--- src/design/grouped_departure_order_list_unit_assert.svh ---
// assertion macros for the grouped departure order list unit
// expects clk and rst_n in the scope of the including module
`ifndef GROUPED_DEPARTURE_ORDER_LIST_UNIT_ASSERT_SVH
`define GROUPED_DEPARTURE_ORDER_LIST_UNIT_ASSERT_SVH

// condition holds at every clock edge out of reset
`define GDOL_ASSERT_ALWAYS(label, cond) \
    label: assert property (@(posedge clk) disable iff (!rst_n) (cond)) \
        else $error("gdol invariant violated");

// condition in one cycle implies a result in the next
`define GDOL_ASSERT_NEXT(label, pre, post) \
    label: assert property (@(posedge clk) disable iff (!rst_n) (pre) |=> (post)) \
        else $error("gdol sequence violated");

`endif

--- src/design/gdol_pkg.sv ---
// shared types, sizes and helpers of the grouped departure order list unit
// no dependencies
`default_nettype none

package gdol_pkg;

    localparam int CAPACITY   = 64;
    localparam int KEY_BITS   = 16;
    localparam int GROUP_BITS = 3;
    localparam int POS_BITS   = 8;
    localparam int RANK_BITS  = 8;
    localparam int IDX_BITS   = (CAPACITY > 2) ? $clog2(CAPACITY) : 1;
    localparam int CNT_BITS   = $clog2(CAPACITY + 1);
    localparam int CMP_BITS   = (CNT_BITS > POS_BITS) ? CNT_BITS : POS_BITS;
    localparam int SEG_SIZE   = (CAPACITY > 64) ? 16 : 8;
    localparam int NUM_SEG    = (CAPACITY + SEG_SIZE - 1) / SEG_SIZE;
    localparam int PAD_CELLS  = NUM_SEG * SEG_SIZE;

    typedef enum logic [1:0] {
        MODE_ADD   = 2'd0,
        MODE_QUERY = 2'd1,
        MODE_EDIT  = 2'd2,
        MODE_NONE  = 2'd3
    } mode_t;

    typedef enum logic [2:0] {
        OP_HOLD       = 3'd0,
        OP_FROM_LEFT  = 3'd1,
        OP_FROM_RIGHT = 3'd2,
        OP_LOAD       = 3'd3,
        OP_CLEAR      = 3'd4,
        OP_SET_ACT    = 3'd5
    } cell_op_t;

    typedef struct packed {
        cell_op_t op;
        logic     act_val;
    } cell_ctl_t;

    typedef struct packed {
        logic [KEY_BITS-1:0]   key;
        logic [GROUP_BITS-1:0] grp;
        logic                  active;
        logic                  used;
    } entry_t;

    typedef struct packed {
        logic cnt_en;
        logic pfx_en;
        logic sel_en;
    } rank_ctl_t;

    function automatic logic [IDX_BITS-1:0] onehot_to_idx(input logic [CAPACITY-1:0] v);
        logic [IDX_BITS-1:0] idx;
        idx = '0;
        for (int i = 0; i < CAPACITY; i++)
        begin
            if (v[i])
            begin
                idx = idx | IDX_BITS'(i);
            end
        end
        return idx;
    endfunction

endpackage

`default_nettype wire

--- src/design/gdol_cell.sv ---
// one storage cell of the order row: key, group, active and used marks
// depends on gdol_pkg
`default_nettype none

module gdol_cell (
    input  wire logic                                clk,
    input  wire logic                                rst_n,
    input  wire gdol_pkg::cell_ctl_t                 ctl,
    input  wire gdol_pkg::entry_t                    left_in,
    input  wire gdol_pkg::entry_t                    right_in,
    input  wire logic [gdol_pkg::KEY_BITS-1:0]       load_key,
    input  wire logic [gdol_pkg::GROUP_BITS-1:0]     load_grp,
    input  wire logic [gdol_pkg::KEY_BITS-1:0]       probe_key,
    input  wire logic [gdol_pkg::GROUP_BITS-1:0]     probe_grp,
    output gdol_pkg::entry_t                         cur,
    output logic                                     hit,
    output logic                                     in_grp
);

    logic [gdol_pkg::KEY_BITS-1:0]   key_reg, key_next;
    logic [gdol_pkg::GROUP_BITS-1:0] grp_reg, grp_next;
    logic                            active_reg, active_next;
    logic                            used_reg, used_next;

    always_comb
    begin
        key_next    = key_reg;
        grp_next    = grp_reg;
        active_next = active_reg;
        used_next   = used_reg;
        case (ctl.op)
            gdol_pkg::OP_FROM_LEFT:
            begin
                key_next    = left_in.key;
                grp_next    = left_in.grp;
                active_next = left_in.active;
                used_next   = left_in.used;
            end
            gdol_pkg::OP_FROM_RIGHT:
            begin
                key_next    = right_in.key;
                grp_next    = right_in.grp;
                active_next = right_in.active;
                used_next   = right_in.used;
            end
            gdol_pkg::OP_LOAD:
            begin
                key_next    = load_key;
                grp_next    = load_grp;
                active_next = 1'b1;
                used_next   = 1'b1;
            end
            gdol_pkg::OP_CLEAR:
            begin
                active_next = 1'b0;
                used_next   = 1'b0;
            end
            gdol_pkg::OP_SET_ACT:
            begin
                active_next = ctl.act_val;
            end
            default:
            begin
                key_next = key_reg;
            end
        endcase
    end

    always_ff @(posedge clk)
    begin
        key_reg <= key_next;
        grp_reg <= grp_next;
    end

    always_ff @(posedge clk or negedge rst_n)
    begin
        if (!rst_n)
        begin
            active_reg <= 1'b0;
            used_reg   <= 1'b0;
        end
        else
        begin
            active_reg <= active_next;
            used_reg   <= used_next;
        end
    end

    assign cur    = '{key: key_reg, grp: grp_reg, active: active_reg, used: used_reg};
    assign hit    = used_reg && (key_reg == probe_key);
    assign in_grp = used_reg && active_reg && (grp_reg == probe_grp);

endmodule

`default_nettype wire

--- config.mk ---
export PLATFORM = sky130hd
export DESIGN_NAME = gdol_cell
export DESIGN_NICKNAME = d
export VERILOG_FILES = /design/src/design/grouped_departure_order_list_unit_assert.svh /design/src/design/gdol_pkg.sv /design/src/design/gdol_cell.sv
export SDC_FILE = /design/constraint.sdc
export NUM_CORES = 1
export LEC_CHECK = 0
export ABC_AREA = 1
export BUFFER_PORTS_ARGS = -buffer_cell sky130_fd_sc_hd__buf_2
export CAP_MARGIN = 20
export CORE_MARGIN = 3
export CORE_UTILIZATION = 41
export DETAILED_ROUTE_END_ITERATION = 10
export MAX_ROUTING_LAYER = met4
export PLACE_DENSITY = 0.84
export SKIP_CTS_REPAIR_TIMING = 1
export SYNTH_ARGS = -nofsm -noshare
export SYNTH_HDL_FRONTEND = slang
export SYNTH_SLANG_ARGS = --single-unit
--- constraint.sdc ---
create_clock -name clk -period 1.3 [get_ports clk]
set_clock_uncertainty 0.1 [all_clocks]
set_input_delay 0.195 -clock clk [delete_from_list [all_inputs] [get_ports clk]]
set_output_delay 0.195 -clock clk [all_outputs]
set_load 0.03 [all_outputs]
==> run_summary.xml <==
<?xml version="1.0" encoding="UTF-8"?>
<metrics>
  <group name="clocking">
    <metric name="htree_levels" unit="">1</metric>
    <metric name="ctsRootBufferMaster" unit="">clkbuf_8</metric>
    <metric name="clockBufferDepth" unit="">2</metric>
    <metric name="clk_pin_slew" unit="ns">0.08</metric>
    <metric name="clock_sinks" unit="">21</metric>
    <metric name="clk-insertion-delay-late" unit="ns">0.26</metric>
    <metric name="cts_tree" unit="">yes</metric>
    <metric name="cts-buffers-inserted" unit="">3</metric>
  </group>
  <group name="worst_setup_path">
    <metric name="worst_ep_arrival_time" unit="ns">1.34</metric>
    <metric name="timing.critical_path.slowest_stage_cell" unit="">edfxtp_1</metric>
    <metric name="worst_path_required" unit="ns">1.00</metric>
    <metric name="slowest_delay" unit="ns">0.42</metric>
    <metric name="critical_path_source_type" unit="">flop</metric>
    <metric name="crit_fanout" unit="">3</metric>
    <metric name="setup_crit_path_kind" unit="">flop to output pin</metric>
    <metric name="r2r_cells" unit="">5</metric>
    <metric name="cp_buf_inv_count" unit="">2</metric>
    <metric name="path_cells" unit="">inv_1, nand2_1, nand2_1, nand2_1, nor2_1, nand3_2, nor2_4, buf_6</metric>
    <metric name="critPathCaptureType" unit="">output pin</metric>
    <metric name="path_common_cell" unit="">nand2_1</metric>
    <metric name="critical_path.top_delay_family" unit="">simple AND/OR/NAND/NOR gates</metric>
    <metric name="worstSetupPathDepth" unit="">8</metric>
  </group>
  <group name="place">
    <metric name="place.gp.congestion" unit="">0.850</metric>
    <metric name="place.detailed.hpwl" unit="mm">3.65</metric>
    <metric name="place.detailed.instances" unit="">382</metric>
    <metric name="portBuffers" unit="">108</metric>
    <metric name="placed_cell_area" unit="µm²">2240</metric>
  </group>
  <group name="synthesis">
    <metric name="synth_warnings" unit="">0</metric>
    <metric name="netlist.area_leader.share" unit="%">37.7</metric>
    <metric name="synth-seq-cells" unit="">21</metric>
    <metric name="syn_avg_cell_area" unit="µm²">6.85</metric>
    <metric name="synth.yosys.seq_area_share" unit="%">41.0</metric>
    <metric name="synthesis.area" unit="µm²">1510</metric>
    <metric name="post_synth_inst_count" unit="">221</metric>
    <metric name="synth_area_leaders" unit="">edfxtp_1 38%, nand2_1 20%, inv_1 8.7%</metric>
    <metric name="synth_largest_area_cell" unit="">edfxtp_1</metric>
    <metric name="yosys.cell_types.count" unit="">23</metric>
    <metric name="postSynthNetCount" unit="">308</metric>
  </group>
  <group name="detailed_routing">
    <metric name="drt_drc_violations_left" unit="">0</metric>
    <metric name="drt.antenna.violating_nets" unit="">0</metric>
    <metric name="drt-initial-drc-count" unit="">38</metric>
    <metric name="wl" unit="mm">4.38</metric>
    <metric name="viasPerCell" unit="">4.63</metric>
    <metric name="detail_route.first_pass.iterations" unit="">4</metric>
    <metric name="detailroute.via_count" unit="">1793</metric>
    <metric name="wl_per_cell" unit="µm">11.3</metric>
  </group>
  <group name="global_routing">
    <metric name="track_usage" unit="%">19.0</metric>
    <metric name="grt_start_max_net_pins" unit="">23</metric>
    <metric name="antenna_found_initial" unit="">0</metric>
    <metric name="first_global_vias" unit="">1546</metric>
    <metric name="grt_pass1_wl" unit="mm">6.32</metric>
    <metric name="globalRouteOverflowTotal" unit="">0</metric>
  </group>
  <group name="timing">
    <metric name="max_slew.worst_pin.slew" unit="ns">0.264</metric>
    <metric name="setup_repair_after_global_routing_missed_its_margin" unit="">true</metric>
    <metric name="timing_max_transition_violations_final" unit="">0</metric>
    <metric name="finalCritPeriodShare" unit="%">126</metric>
    <metric name="maxClockFrequency" unit="GHz">0.612</metric>
    <metric name="final.setup.worst_slack" unit="ns">-0.334</metric>
    <metric name="hold_viol_final" unit="">0</metric>
    <metric name="finalCriticalPeriod" unit="ns">1.63</metric>
    <metric name="finalSetupViolations" unit="">2</metric>
    <metric name="setup_tns" unit="ns">-0.658</metric>
    <metric name="max_slew_margin" unit="%">82.4</metric>
  </group>
  <group name="run_status">
    <metric name="status" unit="">complete, but fails checks</metric>
    <metric name="violated_checks" unit="">negative setup slack</metric>
  </group>
  <group name="finish">
    <metric name="final_cells" unit="">387</metric>
    <metric name="final_layout_size_suffix_gt1_share" unit="%">40.5</metric>
    <metric name="design_area" unit="µm²">2330</metric>
    <metric name="flip_flop_count_of_the_largest_register_all_copies_and_words_added" unit="">16</metric>
    <metric name="area_delta_synth_final" unit="%">54.0</metric>
    <metric name="antenna-diode-count" unit="">0</metric>
    <metric name="nets" unit="">429</metric>
  </group>
  <group name="die">
    <metric name="die_height" unit="µm">66.8</metric>
    <metric name="start_util" unit="%">44.0</metric>
    <metric name="die_x" unit="µm">66.8</metric>
    <metric name="die_area" unit="µm²">4460</metric>
    <metric name="rows" unit="">21</metric>
    <metric name="io_pins" unit="">109</metric>
    <metric name="coreArea" unit="µm²">3440</metric>
  </group>
  <group name="pwr">
    <metric name="p_per_area" unit="nW/µm²">875</metric>
    <metric name="total_leakage_power" unit="µW">0.00122</metric>
    <metric name="power.ir.vdd_worst" unit="mV">0.363</metric>
  </group>
  <group name="job">
    <metric name="max_capacitance_violation_total" unit="">0</metric>
  </group>
  <group name="worst_hold_path">
    <metric name="hold_path.class" unit="">input port to async pin</metric>
  </group>
</metrics>
[logic make-up after synthesis]
kind of cell               count (synthesis)  synth area share [%]
xor gates and xnor gates                   5                  2.89
DFF                                       21                  41.0
and+or+nand+nor                          121                  32.1
AOI/OAI and AO/OA                         29                  11.2
buffers and inverters                     44                  12.1
adders and majority gates                  1                 0.826
[cells in the final DEF (no fill, tap or decap), types with 2 or more instances in the layout]
cell type,n
dfrtp_1,2
nand3_1,5
buf_2,104
inv_1,35
nor2_1,26
nand2_1,80
xor2_1,4
edfxtp_1,19
nor2_2,3
a31oi_1,19
buf_12,2
o21ai_0,8
nand2_4,2
nor2_4,2
buf_4,14
buf_6,3
clkbuf_8,3
[cells in the mapped netlist]
| cell | instances |
|---|---|
| clkbuf_1 | 2 |
| inv_2 | 1 |
| nor2_1 | 29 |
| buf_6 | 1 |
| inv_1 | 35 |
| a31oi_1 | 19 |
| dfrtp_1 | 2 |
| nand2_1 | 81 |
| nand3b_1 | 1 |
| o21ai_0 | 9 |
| edfxtp_1 | 19 |
| xnor2_1 | 1 |
| ha_1 | 1 |
| nand2_4 | 1 |
| buf_1 | 1 |
| nor2_2 | 1 |
| buf_2 | 2 |
| a21oi_1 | 1 |
| xor2_1 | 4 |
| buf_4 | 2 |
| nand3_1 | 6 |
| nor4_1 | 1 |
| nor2_4 | 1 |
[final cells by class]
type | count | area, µm²
timing repair buffer | 124 | 709
clock buffer | 3 | 41.3
multi-input combinational | 156 | 763
inverter | 36 | 135
tap | 46 | 57.6
sequential | 21 | 621
clock inverter | 1 | 5.00
fill | 323 | 1110
[through the flow]
| step | hold WS, ns | utilization (%) | setup slack (ns) | power [µW] |
|---|---|---|---|---|
| 6_report | 0.142 | 67.8 | -0.334 | 2040 |
| 5_1_grt | 0.162 | 67.8 | -0.464 | 2160 |
| 4_1_cts | -0.398 | 66.6 | -0.443 | 2040 |
| 3_5_place_dp | -0.117 | 65.2 | -0.147 | 1620 |
| 3_3_place_gp | -0.119 | 65.2 | -0.120 | 1600 |
| 2_1_floorplan | -0.201 | - | -0.227 | 1320 |
[worst paths after layout]
check,from,end,slack [ns]
worst min-delay path,rst_n,active_reg$_DFFE_PN0P_,0.14
min in group clk,left_in[1],active_reg$_DFFE_PN0P_,0.15
max in group asynchronous,rst_n,used_reg$_DFFE_PN0P_,0.87
worst max-delay path,key_reg[2]$_DFFE_PP_,hit,-0.33
worst min register to register,active_reg$_DFFE_PN0P_,active_reg$_DFFE_PN0P_,0.46
worst max register to register,used_reg$_DFFE_PN0P_,used_reg$_DFFE_PN0P_,0.36
[report_power, final]
part	internal, µW	switching, µW	leakage, µW
clock network	214	212	0.0000255
registers	830	48.5	0.000205
logic	306	431	0.000994
[routing by layer]
metal  global-route usage, %  up-vias  part of all wire, %
li1                        -      937                    -
met1                    21.1      790                   41
met2                    36.0       61                   53
met3                   0.843        5                  5.5
met4                    6.60        0                  1.2
met5                       -        -                    0
Power figures use the tool's default switching activity.
