**src/design/grouped_departure_order_list_unit_assert.svh**
```systemverilog
// assertion macros for the grouped departure order list unit
// expects clk and rst_n in the scope of the including module
`ifndef GROUPED_DEPARTURE_ORDER_LIST_UNIT_ASSERT_SVH
`define GROUPED_DEPARTURE_ORDER_LIST_UNIT_ASSERT_SVH

// condition holds at every clock edge out of reset
`define GDOL_ASSERT_ALWAYS(label, cond) \
    label: assert property (@(posedge clk) disable iff (!rst_n) (cond)) \
        else $error("gdol invariant violated");

// condition in one cycle implies a result in the next
`define GDOL_ASSERT_NEXT(label, pre, post) \
    label: assert property (@(posedge clk) disable iff (!rst_n) (pre) |=> (post)) \
        else $error("gdol sequence violated");

`endif

```
**src/design/gdol_pkg.sv**
```systemverilog
// shared types, sizes and helpers of the grouped departure order list unit
// no dependencies
`default_nettype none

package gdol_pkg;

    localparam int CAPACITY   = 64;
    localparam int KEY_BITS   = 16;
    localparam int GROUP_BITS = 3;
    localparam int POS_BITS   = 8;
    localparam int RANK_BITS  = 8;
    localparam int IDX_BITS   = (CAPACITY > 2) ? $clog2(CAPACITY) : 1;
    localparam int CNT_BITS   = $clog2(CAPACITY + 1);
    localparam int CMP_BITS   = (CNT_BITS > POS_BITS) ? CNT_BITS : POS_BITS;
    localparam int SEG_SIZE   = (CAPACITY > 64) ? 16 : 8;
    localparam int NUM_SEG    = (CAPACITY + SEG_SIZE - 1) / SEG_SIZE;
    localparam int PAD_CELLS  = NUM_SEG * SEG_SIZE;

    typedef enum logic [1:0] {
        MODE_ADD   = 2'd0,
        MODE_QUERY = 2'd1,
        MODE_EDIT  = 2'd2,
        MODE_NONE  = 2'd3
    } mode_t;

    typedef enum logic [2:0] {
        OP_HOLD       = 3'd0,
        OP_FROM_LEFT  = 3'd1,
        OP_FROM_RIGHT = 3'd2,
        OP_LOAD       = 3'd3,
        OP_CLEAR      = 3'd4,
        OP_SET_ACT    = 3'd5
    } cell_op_t;

    typedef struct packed {
        cell_op_t op;
        logic     act_val;
    } cell_ctl_t;

    typedef struct packed {
        logic [KEY_BITS-1:0]   key;
        logic [GROUP_BITS-1:0] grp;
        logic                  active;
        logic                  used;
    } entry_t;

    typedef struct packed {
        logic cnt_en;
        logic pfx_en;
        logic sel_en;
    } rank_ctl_t;

    function automatic logic [IDX_BITS-1:0] onehot_to_idx(input logic [CAPACITY-1:0] v);
        logic [IDX_BITS-1:0] idx;
        idx = '0;
        for (int i = 0; i < CAPACITY; i++)
        begin
            if (v[i])
            begin
                idx = idx | IDX_BITS'(i);
            end
        end
        return idx;
    endfunction

endpackage

`default_nettype wire

```
**src/design/gdol_rank.sv**
```systemverilog
// segmented active prefix count over the cell row, rank pick and move target
// depends on gdol_pkg
`default_nettype none

module gdol_rank (
    input  wire logic                                 clk,
    input  wire gdol_pkg::rank_ctl_t                  ctl,
    input  wire logic [gdol_pkg::CAPACITY-1:0]        mask,
    input  wire logic [gdol_pkg::CAPACITY-1:0]        hit,
    input  wire logic [gdol_pkg::POS_BITS-1:0]        pos,
    output logic [gdol_pkg::CNT_BITS-1:0]             rank_val,
    output logic                                      tgt_found,
    output logic [gdol_pkg::IDX_BITS-1:0]             tgt_idx
);

    localparam int CAP  = gdol_pkg::CAPACITY;
    localparam int PAD  = gdol_pkg::PAD_CELLS;
    localparam int SEG  = gdol_pkg::SEG_SIZE;
    localparam int NSEG = gdol_pkg::NUM_SEG;
    localparam int CNTW = gdol_pkg::CNT_BITS;
    localparam int CMPW = gdol_pkg::CMP_BITS;
    localparam int IDXW = gdol_pkg::IDX_BITS;

    logic [PAD-1:0]  mask_pad;
    logic [PAD-1:0]  mask_reg;
    logic [CNTW-1:0] seg_cnt_next [NSEG];
    logic [CNTW-1:0] seg_cnt_reg  [NSEG];
    logic [CNTW-1:0] base_next    [NSEG];
    logic [CNTW-1:0] base_reg     [NSEG];
    logic [CNTW-1:0] prefix       [PAD];
    logic [CNTW-1:0] run;
    logic [CAP-1:0]  ge;
    logic [CAP-1:0]  first;
    logic [CNTW-1:0] pick;
    logic [CNTW-1:0] rank_reg;
    logic            tgt_found_reg;
    logic [IDXW-1:0] tgt_idx_reg;

    assign mask_pad = PAD'(mask);

    // per segment population count
    always_comb
    begin
        for (int s = 0; s < NSEG; s++)
        begin
            seg_cnt_next[s] = '0;
            for (int k = 0; k < SEG; k++)
            begin
                seg_cnt_next[s] = seg_cnt_next[s] + CNTW'(mask_pad[s*SEG+k]);
            end
        end
    end

    // exclusive segment bases
    always_comb
    begin
        base_next[0] = '0;
        for (int s = 1; s < NSEG; s++)
        begin
            base_next[s] = base_next[s-1] + seg_cnt_reg[s-1];
        end
    end

    // inclusive per cell prefix
    always_comb
    begin
        run = '0;
        for (int s = 0; s < NSEG; s++)
        begin
            run = base_reg[s];
            for (int k = 0; k < SEG; k++)
            begin
                run = run + CNTW'(mask_reg[s*SEG+k]);
                prefix[s*SEG+k] = run;
            end
        end
    end

    always_comb
    begin
        pick = '0;
        for (int j = 0; j < CAP; j++)
        begin
            ge[j] = CMPW'(prefix[j]) >= CMPW'(pos);
            if (hit[j])
            begin
                pick = pick | prefix[j];
            end
        end
        first[0] = ge[0];
        for (int j = 1; j < CAP; j++)
        begin
            first[j] = ge[j] && !ge[j-1];
        end
    end

    always_ff @(posedge clk)
    begin
        if (ctl.cnt_en)
        begin
            mask_reg    <= mask_pad;
            seg_cnt_reg <= seg_cnt_next;
        end
        if (ctl.pfx_en)
        begin
            base_reg <= base_next;
        end
        if (ctl.sel_en)
        begin
            rank_reg      <= pick;
            tgt_found_reg <= |ge;
            tgt_idx_reg   <= gdol_pkg::onehot_to_idx(first);
        end
    end

    assign rank_val  = rank_reg;
    assign tgt_found = tgt_found_reg;
    assign tgt_idx   = tgt_idx_reg;

endmodule

`default_nettype wire

```
**config.mk**
```make
export PLATFORM = sky130hd
export DESIGN_NAME = gdol_rank
export DESIGN_NICKNAME = d
export VERILOG_FILES = /design/src/design/grouped_departure_order_list_unit_assert.svh /design/src/design/gdol_pkg.sv /design/src/design/gdol_rank.sv
export SDC_FILE = /design/constraint.sdc
export NUM_CORES = 1
export LEC_CHECK = 0
export ABC_AREA = 1
export BUFFER_PORTS_ARGS = -buffer_cell sky130_fd_sc_hd__buf_2
export CORE_MARGIN = 4
export CORE_UTILIZATION = 43
export CTS_CLUSTER_SIZE = 24
export DETAILED_ROUTE_END_ITERATION = 8
export SETUP_SLACK_MARGIN = 0.5
export SYNTH_ARGS = -nofsm -noshare
export SYNTH_HDL_FRONTEND = slang
export SYNTH_SLANG_ARGS = --single-unit
export TNS_END_PERCENT = 50
```
**constraint.sdc**
```tcl
create_clock -name clk -period 10.2 [get_ports clk]
set_input_delay 1.02 -clock clk [delete_from_list [all_inputs] [get_ports clk]]
set_output_delay 1.02 -clock clk [all_outputs]
set_load 0.02 [all_outputs]
```
==> results of run 1 <==
## synth_stat cells, types with 3 or more instances
cell / count / area (sq um)
sky130_fd_sc_hd__a21boi_0: 54 / 405
sky130_fd_sc_hd__nand3b_1: 4 / 30.0
sky130_fd_sc_hd__a22o_1: 8 / 70.1
sky130_fd_sc_hd__and2_1: 9 / 56.3
sky130_fd_sc_hd__a21oi_1: 101 / 505
sky130_fd_sc_hd__a211oi_1: 4 / 30.0
sky130_fd_sc_hd__nand4_1: 65 / 407
sky130_fd_sc_hd__edfxtp_1: 149 / 4470
sky130_fd_sc_hd__o2111ai_1: 19 / 166
sky130_fd_sc_hd__nor3_1: 20 / 100
sky130_fd_sc_hd__inv_1: 776 / 2910
sky130_fd_sc_hd__o21ai_2: 3 / 26.3
sky130_fd_sc_hd__o22ai_1: 83 / 519
sky130_fd_sc_hd__nor2_2: 27 / 169
sky130_fd_sc_hd__nand2_2: 146 / 913
sky130_fd_sc_hd__a21o_1: 7 / 52.6
sky130_fd_sc_hd__or2_2: 7 / 43.8
sky130_fd_sc_hd__nand2_4: 10 / 113
sky130_fd_sc_hd__nor2_1: 304 / 1140
sky130_fd_sc_hd__clkbuf_1: 6 / 22.5
sky130_fd_sc_hd__o211ai_1: 5 / 37.5
sky130_fd_sc_hd__nand3_1: 209 / 1050
sky130_fd_sc_hd__o21bai_1: 11 / 82.6
sky130_fd_sc_hd__a2111oi_0: 8 / 70.1
sky130_fd_sc_hd__nor4_1: 22 / 138
sky130_fd_sc_hd__o21ai_1: 11 / 55.1
sky130_fd_sc_hd__xnor2_1: 24 / 210
sky130_fd_sc_hd__nor2_4: 9 / 101
sky130_fd_sc_hd__ha_1: 592 / 7410
sky130_fd_sc_hd__a31oi_1: 6 / 37.5
sky130_fd_sc_hd__o21ai_0: 121 / 606
sky130_fd_sc_hd__a221oi_1: 9 / 78.8
sky130_fd_sc_hd__fa_1: 35 / 701
sky130_fd_sc_hd__nand2_1: 1159 / 4350
sky130_fd_sc_hd__o21a_1: 95 / 713
sky130_fd_sc_hd__inv_2: 56 / 210
sky130_fd_sc_hd__xor2_1: 20 / 175
sky130_fd_sc_hd__nand3_2: 25 / 250
## how the worst max path moves through the flow
stage,end,slack (ns)
after global routing,tgt_idx[4],3.64
after CTS,tgt_idx[4],4.08
after global placement,tgt_idx[4],4.09
after detailed placement,tgt_idx[4],4.09
after floorplan,tgt_idx[3],4.85
final,tgt_idx[4],4.02
## kinds of logic (layout without fill, tap and decap cells)
logic type	Yosys count	count (layout)	share of synthesized area [%]
AOI/OAI and AO/OA	550	550	12.3
and+or+nand+nor	2025	2025	31.3
DFF	149	149	15.6
xor gates and xnor gates	46	46	1.46
adders and majority gates	627	627	28.3
other	1	9	0.0131
buffers and inverters	841	1040	11.0
## stage by stage
stage,hold WS (ns),worst slack [ns],instances,utilization [%]
floorplan,0.431,4.85,4247,-
global placement,0.458,4.09,5278,46.5
detailed placement,0.469,4.09,5278,46.5
CTS,0.484,4.08,5310,47.5
global route,0.502,3.64,5310,47.5
finish,0.479,4.02,5310,47.5
## area by class of cell
| class | instances | area (sq um) |
|---|---|---|
| inverter | 834 | 3130 |
| tap | 864 | 1080 |
| multi-input combinational | 3257 | 21000 |
| sequential | 149 | 4470 |
| clock inverter | 15 | 200 |
| timing repair buffer | 174 | 928 |
| clock buffer | 17 | 425 |
| fill | 6927 | 34600 |
## worst max-delay path: cells and delay by family, from the launching register on
family	cells	cell delay [ns]
compound gates	4	0.54
fa+ha+maj	8	2.63
buf+inv	3	0.23
flops	1	0.38
simple gates	13	2.12
## routing by layer
layer,global-route usage (%),vias to the layer above,part of all wire (%)
li1,-,14300,-
met1,45.2,13400,43
met2,53.6,986,43
met3,8.14,246,8.7
met4,17.1,6,5.8
met5,0,-,0.032
==> results.md, run 1 <==
Status:
- The flow ran to the end, and the final reports show no timing, DRC or antenna violations.

Floorplanning:
- During I/O placement, the number of pins put on the boundary was 154.
- After floorplanning, the core was divided into 94 placement rows.
- The area of the die is 70800 sq um.
- The die extent in y is 266 um.
- The area of the core is 65900 sq um.
- The initial utilization of the core area, before any placement, comes to 43.5%.
- The floorplan die width is 266 um.

Clocking:
- The clock-pin slew on the worst setup and hold paths is 0.09 ns.
- Counting along the longest clock path gives a buffer depth of 2.
- The post-cts sizing count is 0.
- The H-tree was split into 4 levels.
- Post-CTS timing repair inserted 0 buffers for setup.
- In this run the clock root is driven by a sky130_fd_sc_hd__clkbuf_16.
- The clock reaches the later pin of the worst-skew pair after 0.52 ns.
- The number of buffers inserted by hold repair at cts is 0.
- CTS saw 149 sinks.
- TritonCTS built the clock tree.
- The number of clock buffers added by TritonCTS is 17.

Timing:
- The final worst clock skew is 0.0289 ns.
- Subtracting the final worst setup slack from the clock period gives 6.18 ns.
- The number of max-slew violations in the final report came to 0.
- The share of the cycle needed by the critical path after routing is 60.5%.
- For the pin with the worst max-slew slack, the measured transition is 1.34 ns.
- The top achievable clock speed is 162 MHz.
- Setup total negative slack on the finished layout was measured at 0 ns.
- Setup violations remaining at the end of the flow were counted as 0.
- The number of failing hold endpoints at the final stage came to 0.
- The headroom to the max-slew limit is 9.77%.
- Setup repair after global routing left no endpoint under its margin.

Route:
- The detailed-route wire length per cell is 23.3 um.
- For this run, design rule violations remaining after detail routing come to 0.
- The first-iteration detailed-routing DRC count is 2834.
- The total detailed-routing wirelength is 124 mm.
- The first detailed-routing pass ran for 6 iterations.
- The via density per instance is 5.44.
- The number of vias in the routed layout is 28900.
- The number of nets with antenna violations after detailed routing is 0.

Worst setup path:
- The worst-case register-to-register setup slack is 4.02 ns.
- STA classifies the critical path startpoint as a register.
- The stage delay of the slowest cell on the critical path is 0.49 ns.
- In this run the critical register-to-register path is launched from base_reg[7].
- The worst endpoint data arrival time is 6.40 ns.
- The critical path is of the reg2reg type.
- The library cell appearing most often on the critical path is sky130_fd_sc_hd__ha_1.
- STA puts the critical path data required time at 10.42 ns.
- The maximum fanout along the worst path is 5.
- The startpoint of the most critical setup path is base_reg[7].
- The depth of the worst register-to-register path is 28.
- On the critical path, the stage with the largest delay is an instance of sky130_fd_sc_hd__nor4_1.
- The critical path capture point type is a register.
- The destination of the worst register-to-register timing path is tgt_idx[4].

Placement:
- The global placement routability congestion is 1.05.
- Once placement finished, the instance area stood at 30600 sq um.
- Once detailed placement completed, the half-perimeter wirelength came to 105 mm.
- The count of buffers added on input and output ports is 153.

Synthesis:
- The primary flip-flop cell chosen by synthesis mapping is sky130_fd_sc_hd__edfxtp_1.
- In this run, synthesis inferred 149 flip-flops with an integrated enable.
- The sequential-to-total area share from yosys stat is 15.6%.
- For this run, asynchronously set or reset flops after synthesis account for 0%.
- The number of warnings reported in the yosys synthesis log is 0.
- Dividing the synthesized area by the synthesized cell count gives 6.75 sq um.
- The combined area of all synthesized cells is 28600 sq um.
- The synthesized instance count is 4239.
- After synthesis, the netlist uses 55 different library cells.
- The register bit total from synthesis is 149.

Global route:
- Summed over all layers, the global routing overflow is 0.
- The number of global-route vias before repair is 27500.
- The maximum number of pins on one net before global-route repair is 54.
- The first-pass GRT wire length is 180 mm.
- The initial antenna violation count was 6.
- The combined global-route utilization of all metal layers is 34.6%.

Run:
- The tool flagged a number of max-cap violations equal to 0.

Finish:
- The flip-flop count of the largest register, all copies and words added is 64.
- The library cell used most frequently in the layout, excluding fill and tap cells, is sky130_fd_sc_hd__nand2_1.
- Cells with a size suffix above 1 make up 11.3% of the layout.
- Compared with the post-synthesis result, the final layout area differs by 9.22%.
- After routing the design area is 31300 sq um.
- In the final design database the tool counted 5200 nets.
- In the layout the commonest cells are sky130_fd_sc_hd__nand2_1 (1159), sky130_fd_sc_hd__inv_1 (770), sky130_fd_sc_hd__ha_1 (592).
- The antenna cell count is 0.

Worst hold path:
- The path category of the worst min-delay check is reg2reg.
- Along the worst hold path, the cell count comes to 0.
- The endpoint of the worst hold-timing path is base_reg[45].
- The startpoint of the lowest-slack hold path is seg_cnt_reg[52].
Power of run 1 is left out: the tool's default activity adds up to more than one toggle a clock period on the data nets, which glitch-free logic cannot reach.
==> run 2: changes to the inputs <==
clock period = 5.2 ns   (was 10.2 ns; I/O delays follow)
==> results.md, run 2 (synthesis results as in run 1) <==
Status:
- The run finished with clean final reports.

Floorplanning:
- The floorplan row count is 94 (unchanged).
- The die extent in y is 266 um (unchanged).
- The initial cell density of the core came to 43.5% (unchanged).
- The area of the die was 70800 sq um (unchanged).
- The number of top-level design ports is 154 (unchanged).
- The floorplan die width is 266 um (unchanged).
- The area of the core was 65900 sq um (unchanged).

Timing:
- The final-report setup violation count was 0 (unchanged).
- The top achievable clock speed is 203 MHz (+25%).
- The slew of the pin with the lowest slew margin is 1.33 ns (-0.00581 ns).
- The headroom to the max-slew limit came to 10.2% (+0.39 points).
- The tightest hold margin is 0.195 ns (-0.283 ns).
- Setup repair after global routing could not meet its margin everywhere.
- The final critical delay including setup and external delays came to 4.93 ns (-1.25 ns).
- The number of failing hold endpoints at the final stage is 0 (unchanged).
- The final worst clock skew is 0.0186 ns (-0.0103 ns).
- The number of max-slew violations in the final report came to 0 (unchanged).
- The share of the cycle needed by the critical path after routing came to 94.7% (+34 points).

Route:
- The first-pass iteration count of the detailed router is 6 (unchanged).
- The number of vias in the routed layout is 30400 (+5.5%).
- The via density per instance is 5.45 (+0.17%).
- The number of DRC violations after detailed routing is 0 (unchanged).
- The detailed-route wire length per cell was 22.2 um (-4.5%).
- The total detailed-routing wirelength is 124 mm (+0.51%).
- The first-iteration detailed-routing DRC count came to 2640 (-6.8%).
- The number of nets with antenna violations after detailed routing is 0 (unchanged).

Clocking:
- The count of H-tree levels built during CTS came to 4 (unchanged).
- The clock tree root buffer cell is sky130_fd_sc_hd__clkbuf_16.
- The number of buffers inserted during clock tree synthesis is 17 (unchanged).
- The clock tree from TritonCTS is built.
- The maximum clock insertion buffer count is 2 (unchanged).
- The number of clock sinks is 149 (unchanged).
- The clock latency on the worst-skew pair came to 0.50 ns (-0.02 ns).
- The clock-pin slew on the worst setup and hold paths came to 0.09 ns (about the same).

Finish:
- The share of layout cells above drive strength 1 is 26.2% (+15 points).
- The area growth from synthesis to layout is 27.8%.
- In the layout the commonest cells are sky130_fd_sc_hd__nand2_1 (1040), sky130_fd_sc_hd__inv_1 (751), sky130_fd_sc_hd__ha_1 (462).
- The number of nets in the finished design is 5479 (+5.4%).
- The most common cell after layout, fill and taps aside is sky130_fd_sc_hd__nand2_1.
- The flip-flop count of the largest register, all copies and words added is 64 (unchanged).

Worst setup path:
- The largest individual stage delay along the critical path comes from the cell sky130_fd_sc_hd__edfxtp_1.
- Traced cell by cell, the critical path runs through ha_4 -> ha_4 -> ha_4 -> ha_4 -> ha_4 -> ha_4 -> ha_4 -> ha_4 -> ha_4 -> ha_1 -> a21boi_0 -> o21a_1 -> o21ai_1 -> nand2_1 -> a21oi_2 -> o21bai_1 -> and2_1 -> o21ai_4 -> buf_4 -> o211ai_1 -> nor2_1 -> nand3_1 -> nor2_1 -> nand2_1.
- The depth of the worst register-to-register path is 24 (-14%).
- The reg-to-reg startpoint is mask_reg[40].
- The destination of the worst register-to-register timing path is tgt_found.
- The type of the worst setup path is reg2reg.
- The worst-case register-to-register setup slack is 0.27 ns (-3.75 ns).
- The stage delay of the slowest cell on the critical path came to 0.42 ns (-0.07 ns).
- The critical path capture point type is a register.
- The worst endpoint data arrival time came to 5.18 ns (-1.22 ns).
- The sum of buffers and inverters on the critical path is 1 (-2).
- The maximum fanout along the worst path is 4 (-1).
- The data required time of the critical path was 5.46 ns (-4.96 ns).
- In this design, the critical path's most frequently occurring cell is sky130_fd_sc_hd__ha_4.
- The cell family contributing the most delay on the critical path is adder cells.
- The worst setup path is launched from a register.

Global route:
- The maximum number of pins on one net before global-route repair is 44 (-19%).
- The number of global-route vias before repair came to 28400 (+3.3%).
- The first-pass GRT wire length came to 180 mm (-0.29%).
- The combined global-route utilization of all metal layers was 34.2% (-0.32 points).
- The residual overflow from global routing is 0 (unchanged).
- The initial antenna violation count is 5 (-1).

Worst hold path:
- The endpoint of the worst hold-timing path is mask_reg[63].
- The number of cells on the worst hold path is 1 (+1).
- In this run the most critical hold path is launched from mask[63].
- The path class of the tightest hold or removal check is in2reg.

Placement:
- The global placement routability congestion was 1.04 (-1.1%).
- The half-perimeter wire length of the detailed placement result is 104 mm (-1.3%).
- The number of buffers inserted by port buffering is 153 (unchanged).

Run:
- The max-cap violation count was 0 (unchanged).
[run 2: cell count changes in the layout (fill, tap and decap cells not counted), moves of 24 or more]
cell	delta
sky130_fd_sc_hd__buf_4	+260
sky130_fd_sc_hd__ha_1	-130
sky130_fd_sc_hd__ha_4	+123
sky130_fd_sc_hd__nand2_1	-119
sky130_fd_sc_hd__nand2_2	+79
sky130_fd_sc_hd__nand2_4	+38
sky130_fd_sc_hd__nand3_1	-56
sky130_fd_sc_hd__nand3_2	+42
sky130_fd_sc_hd__nor2_1	-68
sky130_fd_sc_hd__nor2_2	+44
sky130_fd_sc_hd__nor2_4	+24
[run 2: how the worst max path moves through the flow]
stage | from | slack [ns] | end | cells after the start
finish | mask_reg[40] | 0.27 | tgt_found | 24
global route | base_reg[28] | 0.09 | tgt_idx[0] | 31
CTS | mask_reg[24] | 0.21 | tgt_idx[0] | 29
detailed placement | mask_reg[48] | -0.16 | rank_val[1] | 16
global placement | mask_reg[48] | -0.26 | rank_val[1] | 16
floorplan | mask_reg[32] | 0.49 | tgt_found | 24
[run 2: through the flow]
stage	setup TNS, ns	util (%)	cell area [sq um]	cells	setup slack, ns
final	0	55.6	36600	5591	0.274
after global routing	0	55.6	36600	5589	0.0853
after CTS	0	53.4	35200	5550	0.205
after detailed placement	-0.495	50.0	32900	5457	-0.157
after global placement	-0.456	50.0	32900	5457	-0.263
after floorplan	0	-	29500	4247	0.487
[run 2: what timing repair did]
item                                    in CTS  in global routing
pin swaps                                  134                187
hold buffers                                 0                  0
setup buffers                               61                 39
endpoints found under the hold margin        0                  0
gates resized for setup                    224                288
endpoints found under the setup margin      16                 12
[run 2: per-layer routing]
layer / track usage (%) / vias to the layer above / share of wire (%)
li1: - / 14900 / -
met1: 44.9 / 14300 / 42
met2: 55.2 / 1089 / 44
met3: 5.75 / 211 / 8.1
met4: 16.2 / 4 / 5.8
met5: 0 / - / 0.022
[run 2: cell type report]
| type | count | area, sq um |
|---|---|---|
| clock inverters | 15 | 174 |
| repair buffers | 453 | 3150 |
| multi-input cells | 3257 | 24100 |
| flip-flops and latches | 149 | 4470 |
| fillers | 6430 | 29300 |
| well taps | 864 | 1080 |
| diodes | 2 | 5.00 |
| inverters | 834 | 3140 |
| clock buffers | 17 | 425 |
Power of run 2 is left out for the same reason.
